File: src/design/tabf_pkg.sv
`default_nettype none

package tabf_pkg;

  // Default sizing
  localparam int SLOT_COUNT_DEF   = 8;
  localparam int MAX_CHANNELS_DEF = 2;
  localparam int MAX_FRAMES_DEF   = 256;
  localparam int SAMPLE_BITS_DEF  = 24;

  // Fixed field widths
  localparam int WANT_CH_W  = 8;
  localparam int WANT_FR_W  = 16;
  localparam int WANT_LEN_W = WANT_CH_W + WANT_FR_W;
  localparam int STAMP_W    = 48;
  localparam int TALLY_W    = 16;
  localparam int STATUS_W   = 2;
  localparam int CFG_IDX_W  = 1;
  localparam int CFG_DATA_W = 9;
  localparam int CH_REG_W   = 2;

  // Register reset values (before clamping)
  localparam int CFG_CHANNELS_RESET = 2;
  localparam int CFG_FRAMES_RESET   = 256;

  // Register indexes
  localparam logic [CFG_IDX_W-1:0] REG_CHANNELS = 1'b0;
  localparam logic [CFG_IDX_W-1:0] REG_FRAMES   = 1'b1;

  // Request kinds
  localparam logic REQ_WRITE = 1'b0;
  localparam logic REQ_READ  = 1'b1;

  // Result status codes
  localparam logic [STATUS_W-1:0] ST_OK       = 2'd0;
  localparam logic [STATUS_W-1:0] ST_FULL     = 2'd1;
  localparam logic [STATUS_W-1:0] ST_UNDERRUN = 2'd2;

  typedef enum logic [1:0] {
    S_IDLE,
    S_EXEC,
    S_FETCH
  } state_t;

  typedef struct packed {
    logic capture;
    logic exec;
    logic load;
  } ctl_cmd_t;

endpackage

`default_nettype wire

File: src/design/tabf_ctrl.sv
`default_nettype none

module tabf_ctrl (
  input  wire logic              clk,
  input  wire logic              rst,
  input  wire logic              s_tvalid,
  output logic                   s_tready,
  input  wire logic              m_tready,
  output logic                   m_tvalid,
  output tabf_pkg::ctl_cmd_t     cmd
);

  tabf_pkg::state_t state, state_next;
  logic             m_tvalid_next;

  always_ff @(posedge clk) begin
    if (rst) begin
      state    <= tabf_pkg::S_IDLE;
      m_tvalid <= 1'b0;
    end else begin
      state    <= state_next;
      m_tvalid <= m_tvalid_next;
    end
  end

  // next state
  always_comb begin
    state_next = state;
    case (state)
      tabf_pkg::S_IDLE: begin
        if (s_tvalid) state_next = tabf_pkg::S_EXEC;
      end
      tabf_pkg::S_EXEC: begin
        state_next = tabf_pkg::S_FETCH;
      end
      tabf_pkg::S_FETCH: begin
        if (!m_tvalid || m_tready) state_next = tabf_pkg::S_IDLE;
      end
      default: begin
        state_next = tabf_pkg::S_IDLE;
      end
    endcase
  end

  // outputs
  always_comb begin
    s_tready      = 1'b0;
    cmd           = '0;
    m_tvalid_next = m_tvalid && !m_tready;
    case (state)
      tabf_pkg::S_IDLE: begin
        s_tready    = 1'b1;
        cmd.capture = s_tvalid;
      end
      tabf_pkg::S_EXEC: begin
        cmd.exec = 1'b1;
      end
      tabf_pkg::S_FETCH: begin
        if (!m_tvalid || m_tready) begin
          cmd.load      = 1'b1;
          m_tvalid_next = 1'b1;
        end
      end
      default: begin
        s_tready = 1'b0;
      end
    endcase
  end

endmodule

`default_nettype wire

File: config.mk
export PLATFORM = sky130hd
export DESIGN_NAME = tabf_ctrl
export DESIGN_NICKNAME = d
export VERILOG_FILES = /design/src/design/tabf_pkg.sv /design/src/design/tabf_ctrl.sv
export SDC_FILE = /design/constraint.sdc
export NUM_CORES = 1
export LEC_CHECK = 0
export ABC_AREA = 1
export BUFFER_PORTS_ARGS = -buffer_cell sky130_fd_sc_hd__buf_2
export CORE_AREA = 8 8 45 47
export CTS_BUF_LIST = sky130_fd_sc_hd__clkbuf_4
export DETAILED_ROUTE_END_ITERATION = 7
export DIE_AREA = 0 0 53 55
export GPL_TIMING_DRIVEN = 0
export PLACE_DENSITY = 0.34
export RECOVER_POWER = 100
export SLEW_MARGIN = 20
export SYNTH_ARGS = -nofsm -noshare
export SYNTH_HDL_FRONTEND = slang
export SYNTH_SLANG_ARGS = --single-unit
export TNS_END_PERCENT = 20
File: constraint.sdc
create_clock -name clk -period 0.8 [get_ports clk]
set_clock_uncertainty 0.1 [all_clocks]
set_input_delay 0.04 -clock clk [delete_from_list [all_inputs] [get_ports clk]]
set_output_delay 0.04 -clock clk [all_outputs]
set_load 0.02 [all_outputs]
# Yosys cells after proc, flatten, opt, wreduce, memory -nomap -nowiden
# Index checks and enable logic that the tools add are counted.
# op_classes
eq_ne	4
reduce_logical	6
muxes	10
# op_table
cell	n
1-bit 2-to-1 mux	7
2-bit one-hot mux with 3 select lines	1
2-bit 2-to-1 mux	2
2-bit inequality test (second input constant)	2
2-bit by 1-bit equality test with 1-bit output (second input constant)	1
2-bit equality test (second input constant)	1
1-bit logical NOT	2
2-bit logical NOT	1
2-bit AND reduction	1
1-bit logical AND	1
1-bit logical OR	1
# word_totals
regBits	3
input_bits	4
out_inout_bits	5

# Depth between registers and ports, before layout
# Gate-level depths: netlist of the first run.
# logic_depth
ltp_word	4
ltp_mapped	4
depth_no_buf	4

# Worst setup path before layout of the first run
# No wires, ideal clock.
# synth_timing
path_type	flip-flop to output port
start	register m_tvalid
end	output cmd[0] (netlist name)
path_slack_ns	-0.301
arrival_ns	0.961
t_required_ns	0.660
stages_incl_launch_ff	4
path_cell_list	dfxtp_1 -> inv_1 -> nor2_4 -> nor3_1
# synth_lines
item	line_no	text
from (decl)	tabf_ctrl.sv:9	output logic m_tvalid,
from (signal assigned)	tabf_ctrl.sv:22	m_tvalid <= m_tvalid_next;
to (decl)	tabf_ctrl.sv:10	output tabf_pkg::ctl_cmd_t cmd

==> flow_metrics.py, run 1 <==
metrics = {
    "outcome": {
        "status": "complete, but fails checks",
        "violations": "negative hold slack, negative setup slack",
    },
    "sta": {
        "finalHoldViolations": 2,
        "max-slew-margin-rel_pct": 90.3,
        "tightest_slew_ps": 145,
        "finalWorstSetupSlack_ps": -271,
        "tns_ps": -1140,
        "finalMaxSlewViolations": 0,
        "fmax_ghz": 0.934,
        "fin_crit_sh_pct": 134,
        "setup_viol": 7,
        "hold_ws_ps": -31.5,
        "rsz0062_at_grt": "true",
        "min_period_ps": 1070,
    },
    "yosys": {
        "synth_compound_area_share_pct": 12.6,
        "async_flop_share_pct": 0,
        "synthTopCellsByCount": "inv_1, dfxtp_1, nand2_1",
        "yosys.area.top_type_share_pct": 40.3,
        "ys_types": 11,
        "yosysMostFrequentCell": "inv_1",
        "yosys.area_share.simple_pct": 31.9,
        "synth_area_leaders": "dfxtp_1, inv_1, nand2_1, nor2_4, nor3_2",
        "syn_inst": 19,
        "avgSynthCellArea_um2": 7.84,
        "yosysWarningCount": 0,
        "synth_top_family_by_area": "simple AND/OR/NAND/NOR gates",
        "synth_nets": 23,
        "synth_mux_area_share_pct": 0,
        "synth-edff-count": 0,
        "seq_area_frac_synth_pct": 40.3,
        "synth_area_leader_cell": "dfxtp_1",
        "synth_ff_type": "dfxtp_1",
        "synthesis.area_um2": 149,
        "synthXorXnorAreaFrac_pct": 0,
        "synth_fa_ha_area_share_pct": 0,
        "synth-seq-cells": 3,
    },
    "die": {
        "die_y_um": 55,
        "std_cell_rows": 14,
        "start_util_pct": 10.8,
        "coreArea_mm2": 0.00138,
        "die_w_um": 53,
        "io_pins": 9,
        "dieArea_mm2": 0.00292,
    },
    "routing": {
        "routed-wl-met3_um": 61,
        "dr_wl_met2_um": 167,
        "finalWirelength_um": 397,
        "drt-vias-per-instance": 3.21,
        "top_layer_used": "met3",
        "postRouteAntennaNets": 0,
        "drt_iter0_markers": 1,
        "dr.pass1.iters": 2,
        "post_drt_wl_per_cell_um": 8.27,
        "drc": 0,
        "vias": 154,
        "wl_met1_um": 168,
    },
    "critical_path": {
        "cp-end-kind": "output pin",
        "path_buf_inv": 2,
        "crit_family": "flip-flops",
        "timing.rr.start": "m_tvalid",
        "crit_fanout": 4,
        "cp_slowest_cell": "dfxtp_4",
        "worstPathCellList": "inv_2 > nand2_2 > nor2_2 > buf_6",
        "crit_type": "register to output pin",
        "r2r_slack_ps": -40,
        "cp_slowest_stage_delay_ps": 360,
        "startpoint_type": "register",
        "r2r_end": "state[1]",
        "cp_data_required_time_ps": 660,
        "arrival_ps": 930,
        "reg2regPathDepth": 4,
    },
    "power": {
        "power_density_mw_per_mm2": 1900,
        "internal_power_uw": 425,
        "p_seq_share_pct": 28.4,
        "power.switching_uw": 149,
        "share_comb_of_total_power_pct": 18.2,
        "peakVddDrop_mv": 0.750,
        "clkPwrFrac_pct": 53.4,
        "p_leak_uw": 0.000143,
        "switching_share_pct": 26.0,
    },
    "cells_and_area": {
        "final_cells": 48,
        "antennaDiodeCount": 0,
        "nNetsFinal": 37,
        "fillers": 158,
        "post_route_cells_drive_above_1_share_pct": 81.3,
        "area_delta_synth_final_pct": 103,
    },
    "hold_path": {
        "hold_path_class": "input port to register",
        "hold_end": "state[0]",
        "hp-start": "s_tvalid",
        "worstHoldPathCells": 3,
    },
    "cts": {
        "cts_inserted_buffers": 3,
        "cts.sinks": 3,
        "cts-hold-fix-buffers": 1,
        "clock_latency_ps": 240,
        "cts_tree": "built",
        "cts_buffer_depth": 2,
        "htree_num_levels": 1,
        "cts-root-buf": "clkbuf_4",
        "path_clk_slew_ps": 40,
    },
    "placed_design": {
        "numPortBuffers": 8,
        "place_inst": 43,
        "place_congestion": 0.584,
        "dp_hpwl_um": 312,
    },
    "global_route": {
        "grt_first_pass_wirelength_um": 655,
        "grt_start_max_net_pins": 5,
        "grt_overflow": 0,
        "grtUsageTotal_pct": 3.39,
        "grt_pass1_vias": 169,
        "antenna_found_initial": 0,
    },
    "run": {
        "max_cap_violations": 0,
    },
}
==> per-layer routing <==
| layer | track usage, % | vias to the layer above |
|---|---|---|
| met5 | 0 | - |
| met4 | 0 | 0 |
| met3 | 5.61 | 0 |
| met2 | 4.10 | 7 |
| met1 | 3.03 | 66 |
| li1 | - | 81 |
==> area by class of cell <==
class                      count  area, µm²  share of cell area, %
tap                           16       20.0                   6.61
multi-input combinational     10       82.6                   27.3
timing repair buffer           9       76.3                   25.2
sequential                     3       68.8                   22.7
clock buffer                   4       30.0                   9.92
inverter                       6       25.0                   8.26
==> sequential cells by signal, indices dropped and copies added, names as in the netlist <==
signal / count
state: 2
m_tvalid: 1
==> kinds of logic (layout without fill, tap and decap cells) <==
| family | Yosys count | after routing |
|---|---|---|
| AO/OA/AOI/OAI | 2 | 2 |
| buffers and inverters | 6 | 19 |
| flip-flops | 3 | 3 |
| AND/OR/NAND/NOR | 8 | 8 |
==> worst max path at each step <==
stage                  start        to  slack (ps)  depth (start not counted)
floorplan           m_tvalid  m_tvalid         -50                          3
global placement    state[0]  s_tready        -120                          4
detailed placement  state[0]  s_tready        -120                          4
CTS                 state[0]    cmd[2]        -300                          4
global route        state[1]    cmd[2]        -320                          4
finish              state[0]    cmd[2]        -270                          4
==> placed cells by master, fill, tap and decap left out, types with 2 or more instances in the layout <==
cell type  count
buf_2          3
buf_4          2
buf_6          3
clkbuf_4       4
dfxtp_4        2
inv_1          3
inv_2          2
nand2_1        2
nor2_2         2
==> what timing repair did <==
item,in CTS,in global routing
resized for setup,13,2
hold endpoints to repair,2,2
buffers inserted,0,0
endpoints found under the setup margin,8,8
pin swaps,2,1
==> power groups by stage <==
stage / sequential, µW / combinational (µW) / clock, µW
6_report: 163 / 105 / 306
5_1_grt: 165 / 113 / 331
4_1_cts: 163 / 103 / 318
3_5_place_dp: 165 / 83.1 / 0
3_3_place_gp: 164 / 82.4 / 0
2_1_floorplan: 166 / 51.6 / 0
==> through the flow <==
| step | power (µW) | area (µm²) | utilization (%) | setup slack (ps) |
|---|---|---|---|---|
| 6_report | 574 | 303 | 21.9 | -271 |
| 3_5_place_dp | 248 | 226 | 16.4 | -123 |
| 3_3_place_gp | 247 | 226 | 16.4 | -120 |
| 5_1_grt | 608 | 303 | 21.9 | -319 |
| 2_1_floorplan | 218 | 166 | - | -54.4 |
| 4_1_cts | 584 | 298 | 21.5 | -303 |
==> worst min-delay path: stages <==
cell	delay (ps)
buf_2	90
inv_1	90
nor3_2	50
(Power assumes the default switching activity.)
==> run 2: changes to the inputs <==
- ABC_AREA: 1 -> default
- PLACE_DENSITY: 0.34 -> 0.33
==> run 2 against run 1 <==
Net effect: the flow finishes with violations (negative setup slack); clock-buffer cell count is the same; global-route usage grew 0.33 points; synthesized area shrank 6.7%; worst hold slack gained 47 ps; sequential share of layout area grew 1.7 points; clock power is essentially flat; critical path depth shrank 1; utilization shrank 1.5 points; via count shrank 12%; register-to-register slack lost 120 ps; critical endpoint is now cmd[0]; highest routed layer unchanged.
==> flow_metrics.py, run 2 <==
metrics = {
    "outcome": {
        "status": "complete, but fails checks",
        "violations": "negative setup slack",
    },
    "global_route": {
        "grt_use_met3_pct": 4.55,
        "grtUsageMet2_pct": 2.93,
        "grt_first_pass_wirelength_um": 669,
        "grt_start_max_net_pins": 6,
        "grt_pass1_vias": 150,
        "antenna_found_initial": 0,
        "grtUsageMet1_pct": 4.10,
        "grtUsageTotal_pct": 3.71,
        "grt_overflow": 0,
        "busiest_layer": "met3",
    },
    "routing": {
        "drt_iter0_markers": 5,
        "dr.pass1.iters": 2,
        "postRouteAntennaNets": 0,
        "finalWirelength_um": 431,
        "drt-vias-per-instance": 3.24,
        "vias": 136,
        "drc": 0,
        "post_drt_wl_per_cell_um": 10.3,
    },
    "die": {
        "std_cell_rows": 14,
        "coreArea_mm2": 0.00138,
        "dieArea_mm2": 0.00292,
        "die_y_um": 55,
        "io_pins": 9,
        "die_w_um": 53,
        "start_util_pct": 10.0,
    },
    "cts": {
        "clock_latency_ps": 230,
        "cts_buffer_depth": 2,
        "cts.sinks": 3,
        "htree_num_levels": 1,
        "cts-root-buf": "clkbuf_4",
        "cts_inserted_buffers": 3,
        "cts_tree": "built",
        "path_clk_slew_ps": 40,
    },
    "placed_design": {
        "dp_hpwl_um": 322,
        "place_congestion": 0.558,
        "numPortBuffers": 8,
        "dpl_cell_area_um2": 208,
    },
    "yosys": {
        "synthesis.area_um2": 139,
        "synth_compound_area_share_pct": 10.8,
        "synth_top_family_by_area": "simple AND/OR/NAND/NOR gates",
        "syn_inst": 13,
        "yosys.area_share.simple_pct": 45.9,
        "synth_nets": 17,
        "ys_types": 9,
        "synth_fa_ha_area_share_pct": 0,
        "synth_mux_area_share_pct": 0,
        "synth_area_leaders": "dfxtp_1, and4bb_1, nand2b_1, nor2b_1, nor3b_2",
        "synthTopCellsByCount": "dfxtp_1, nand2b_1, nor2b_1",
        "seq_area_frac_synth_pct": 43.2,
        "yosys.area.top_type_share_pct": 43.2,
        "synth-seq-cells": 3,
        "synth_area_leader_cell": "dfxtp_1",
        "synth-edff-count": 0,
        "avgSynthCellArea_um2": 10.7,
        "async_flop_share_pct": 0,
        "synth_ff_type": "dfxtp_1",
        "yosysWarningCount": 0,
        "synthXorXnorAreaFrac_pct": 0,
        "yosysMostFrequentCell": "dfxtp_1",
    },
    "critical_path": {
        "worstPathCellList": "nand2b_4 > nor2b_1 > buf_4",
        "startpoint_type": "register",
        "cp_slowest_cell": "dfxtp_4",
        "timing.rr.start": "state[1]",
        "arrival_ps": 980,
        "crit_fanout": 5,
        "cp_data_required_time_ps": 660,
        "crit_type": "register to output pin",
        "path_buf_inv": 1,
        "cp_slowest_stage_delay_ps": 350,
        "cp-startpoint": "state[0]",
        "cp-end-kind": "output pin",
        "crit_family": "flip-flops",
    },
    "sta": {
        "rsz0062_at_grt": "true",
        "fin_crit_sh_pct": 139,
        "max-slew-margin-rel_pct": 89.8,
        "finalWorstSetupSlack_ps": -315,
        "setup_viol": 8,
        "min_period_ps": 1120,
        "finalMaxSlewViolations": 0,
        "fmax_ghz": 0.897,
        "tns_ps": -1370,
        "finalHoldViolations": 0,
        "tightest_slew_ps": 153,
    },
    "run": {
        "max_cap_violations": 0,
    },
    "cells_and_area": {
        "regMostFlops": "state",
        "nNetsFinal": 31,
        "final_cell_mix": "clkbuf_4, buf_2, buf_4",
        "largest_reg_flops": 2,
        "fin_area_um2": 282,
        "top_regs": "state x2, m_tvalid x1",
        "post_route_cells_drive_above_1_share_pct": 69.2,
        "final_common_cell": "clkbuf_4",
        "antennaDiodeCount": 0,
        "final_util_pct": 20.3,
        "area_delta_synth_final_pct": 103,
    },
    "hold_path": {
        "hold_path_class": "input port to register",
        "hp-start": "m_tready",
    },
    "power": {
        "peakVddDrop_mv": 0.649,
        "p_leak_uw": 0.000129,
        "power_density_mw_per_mm2": 2000,
    },
}
-- run 2: changes by cell type in the layout (fill, tap and decap cells not counted), moves of 2 or more --
cell,before,now
inv_1,3,0
inv_2,2,0
nand2_1,2,0
nor2_2,2,0
nor2b_1,0,2
-- run 2: path summary, 6_finish.rpt --
check | to | slack [ps] | depth (start not counted)
setup / recovery | cmd[0] | -320 | 3
hold reg to reg | m_tvalid | 410 | 2
hold / removal | m_tvalid | 20 | 3
setup reg to reg | state[1] | -160 | 2
-- run 2: cell families (layout without fill, tap and decap cells) --
| logic type | after synthesis | count (layout) |
|---|---|---|
| DFF | 3 | 3 |
| AOI/OAI and AO/OA | 2 | 2 |
| buffers and inverters | 0 | 13 |
| and+or+nand+nor | 8 | 8 |
-- run 2: cell type report --
class / count / area [µm²]
Sequential cell: 3 / 68.8
Clock buffer: 4 / 30.0
Timing Repair Buffer: 9 / 70.1
Multi-Input combinational cell: 10 / 92.6
Tap cell: 16 / 20.0
Fill cell: 155 / 1100
-- run 2: worst register-to-register path, cell delays in order, from the launching register on --
cell,delay (ps)
dfxtp_4,380
and2b_4,200
o21ba_1,160
-- run 2: where the power goes --
group	switching (µW)	internal [µW]	leakage [µW]	total [µW]
Combinational	39.1	53.3	0.0000838	92.4
Clock	81.7	221	0.0000184	303
Sequential	12.0	155	0.0000264	167
Total	133	429	0.000129	562
-- run 2: repair_timing --
| action | 4_1_cts | 5_1_grt |
|---|---|---|
| hold buffers | 1 | 0 |
| hold endpoints to repair | 3 | 0 |
| setup endpoints to repair | 8 | 8 |
| pin swaps | 0 | 1 |
| resized for setup | 11 | 0 |
| buffers inserted | 0 | 0 |
-- run 2: stage by stage --
step | total power, µW | instances | hold slack, ps | setup WS (ps)
6_report | 562 | 42 | 16.0 | -315
5_1_grt | 603 | 42 | 10.5 | -375
4_1_cts | 582 | 42 | -4.18 | -334
3_5_place_dp | 244 | 37 | 137 | -145
3_3_place_gp | 243 | 37 | 129 | -141
2_1_floorplan | 216 | 13 | 4.20 | -151
-- run 2: metal layers --
| layer | vias up | part of all wire (%) | wire [µm] |
|---|---|---|---|
| met5 | - | 0 | 0 |
| li1 | 70 | - | - |
| met3 | 0 | 11 | 46 |
| met4 | 0 | 0 | 0 |
| met2 | 9 | 32 | 140 |
| met1 | 57 | 57 | 245 |
==> run 3: changes to the inputs <==
- BUFFER_PORTS_ARGS: -buffer_cell sky130_fd_sc_hd__buf_2 -> default
- DONT_BUFFER_PORTS: default -> 1
- PLACE_DENSITY: 0.33 -> 0.3
- clock period: 0.8 -> 1.4 ns (I/O delays scaled with it)
==> run 3 against run 2 <==
Net effect: the run now ends clean; clock-buffer cell count did not move; die area unchanged; first-iteration DRC count rose by 20%.
==> flow_metrics.py, run 3 (same netlist as run 2, synthesis figures left out) <==
metrics = {
    "sta": {
        "max-slew-margin-rel_pct": 71.1,
        "finalHoldViolations": 0,
        "finalMaxSlewViolations": 0,
        "rsz0062_at_grt": "false",
        "setup_viol": 0,
        "fmax_ghz": 0.779,
        "tightest_slew_ps": 432,
        "min_period_ps": 1280,
        "hold_ws_ps": 107,
        "fin_crit_sh_pct": 91.7,
        "tns_ps": 0,
    },
    "hold_path": {
        "hold_path_class": "input port to register",
        "hp-start": "s_tvalid",
    },
    "global_route": {
        "grt_pass1_vias": 129,
        "antenna_found_initial": 0,
        "grt_first_pass_wirelength_um": 531,
        "grtUsageTotal_pct": 2.95,
        "grt_overflow": 0,
        "grt_start_max_net_pins": 6,
    },
    "cts": {
        "cts-root-buf": "clkbuf_4",
        "cts_tree": "built",
        "cts_inserted_buffers": 3,
        "cts.sinks": 3,
        "htree_num_levels": 1,
        "clock_latency_ps": 230,
        "cts_buffer_depth": 2,
        "path_clk_slew_ps": 40,
        "post_cts_buffers": 0,
    },
    "cells_and_area": {
        "final_common_cell": "clkbuf_4",
        "area_delta_synth_final_pct": 48.6,
        "top_regs": "state x2, m_tvalid x1",
        "final_cell_mix": "clkbuf_4, dfxtp_1, nand2b_1, nor2b_1, dlygate4sd3_1",
        "regMostFlops": "state",
        "post_route_cells_drive_above_1_share_pct": 26.3,
        "antennaDiodeCount": 0,
        "largest_reg_flops": 2,
        "nNetsFinal": 24,
        "fillers": 163,
    },
    "outcome": {
        "status": "completed",
    },
    "routing": {
        "post_drt_wl_per_cell_um": 10.3,
        "dr.pass1.iters": 2,
        "vias": 109,
        "drt_iter0_markers": 6,
        "postRouteAntennaNets": 0,
        "finalWirelength_um": 360,
        "drc": 0,
        "drt-vias-per-instance": 3.11,
    },
    "die": {
        "dieArea_mm2": 0.00292,
        "std_cell_rows": 14,
        "io_pins": 9,
        "start_util_pct": 10.0,
        "die_w_um": 53,
        "die_y_um": 55,
        "coreArea_mm2": 0.00138,
    },
    "placed_design": {
        "numPortBuffers": 0,
        "dp_hpwl_um": 293,
        "place_congestion": 0.549,
    },
    "critical_path": {
        "cp-end-kind": "output pin",
        "cp_slowest_stage_delay_ps": 380,
        "worstPathCellList": "nand2b_1 > nor2b_1",
        "cp-startpoint": "m_tvalid",
        "r2r_end": "state[0]",
        "crit_type": "register to output pin",
        "cp_slowest_cell": "dfxtp_1",
        "cp_data_required_time_ps": 1230,
        "timing.rr.start": "state[0]",
        "startpoint_type": "register",
        "endpoint": "cmd[0]",
        "arrival_ps": 1110,
        "crit_fanout": 3,
        "reg2regPathDepth": 2,
        "r2r_slack_ps": 310,
    },
    "run": {
        "max_cap_violations": 0,
    },
    "power": {
        "peakVddDrop_mv": 0.228,
        "power_density_mw_per_mm2": 1430,
        "totalPowerFinal_uw": 295,
        "p_leak_uw": 0.0000896,
    },
}
[run 3: changes by cell type in the layout (fill, tap and decap cells not counted), moves of 2 or more]
| cell | delta |
|---|---|
| buf_2 | -3 |
| buf_4 | -3 |
| dfxtp_1 | +3 |
| buf_6 | -2 |
| dfxtp_4 | -2 |
[run 3: final cells by class]
cell class	count	area [µm²]	share of cell area (%)
repair buffers	2	20.0	9.70
multi-input cells	10	76.3	37.0
well taps	16	20.0	9.70
flip-flops and latches	3	60.1	29.1
clock buffers	4	30.0	14.5
[run 3: worst min path at each step]
| stage | end | slack, ps | depth (start not counted) |
|---|---|---|---|
| 5_1_grt | state[0] | 100 | 2 |
| 3_5_place_dp | state[0] | 40 | 1 |
| 4_1_cts | state[0] | 100 | 2 |
| 3_3_place_gp | m_tvalid | 40 | 1 |
| 6_report | state[0] | 110 | 2 |
| 2_1_floorplan | m_tvalid | 40 | 1 |
[run 3: timing repair]
action                     CTS  global route
setup endpoints to repair    0             0
resized for setup            0             0
hold buffers                 2             0
hold endpoints to repair     3             0
[run 3: report_power, final]
group,internal [µW],switching [µW]
Sequential,90.0,5.60
Clock,126,44.0
Combinational,12.3,17.1
[run 3: metrics by stage]
step           worst slack, ps  util [%]  cell area (µm²)  std cells
2_1_floorplan              378         -              139         13
3_3_place_gp               284      11.5              159         29
3_5_place_dp               295      11.5              159         29
4_1_cts                   95.6      15.1              209         35
5_1_grt                   38.5      14.9              206         35
6_report                   117      14.9              206         35
[run 3: critical path, delay by kind of cell, from the launching register on]
family        cells  cell delay [ps]
flops             1              380
simple gates      2              500
[run 3: layer usage]
metal	vias up	GRT usage [%]	share of wire, %
li1	57	-	-
met1	49	1.66	26
met2	3	4.49	62
met3	0	1.34	12
met4	0	6.47	0
met5	-	0	0
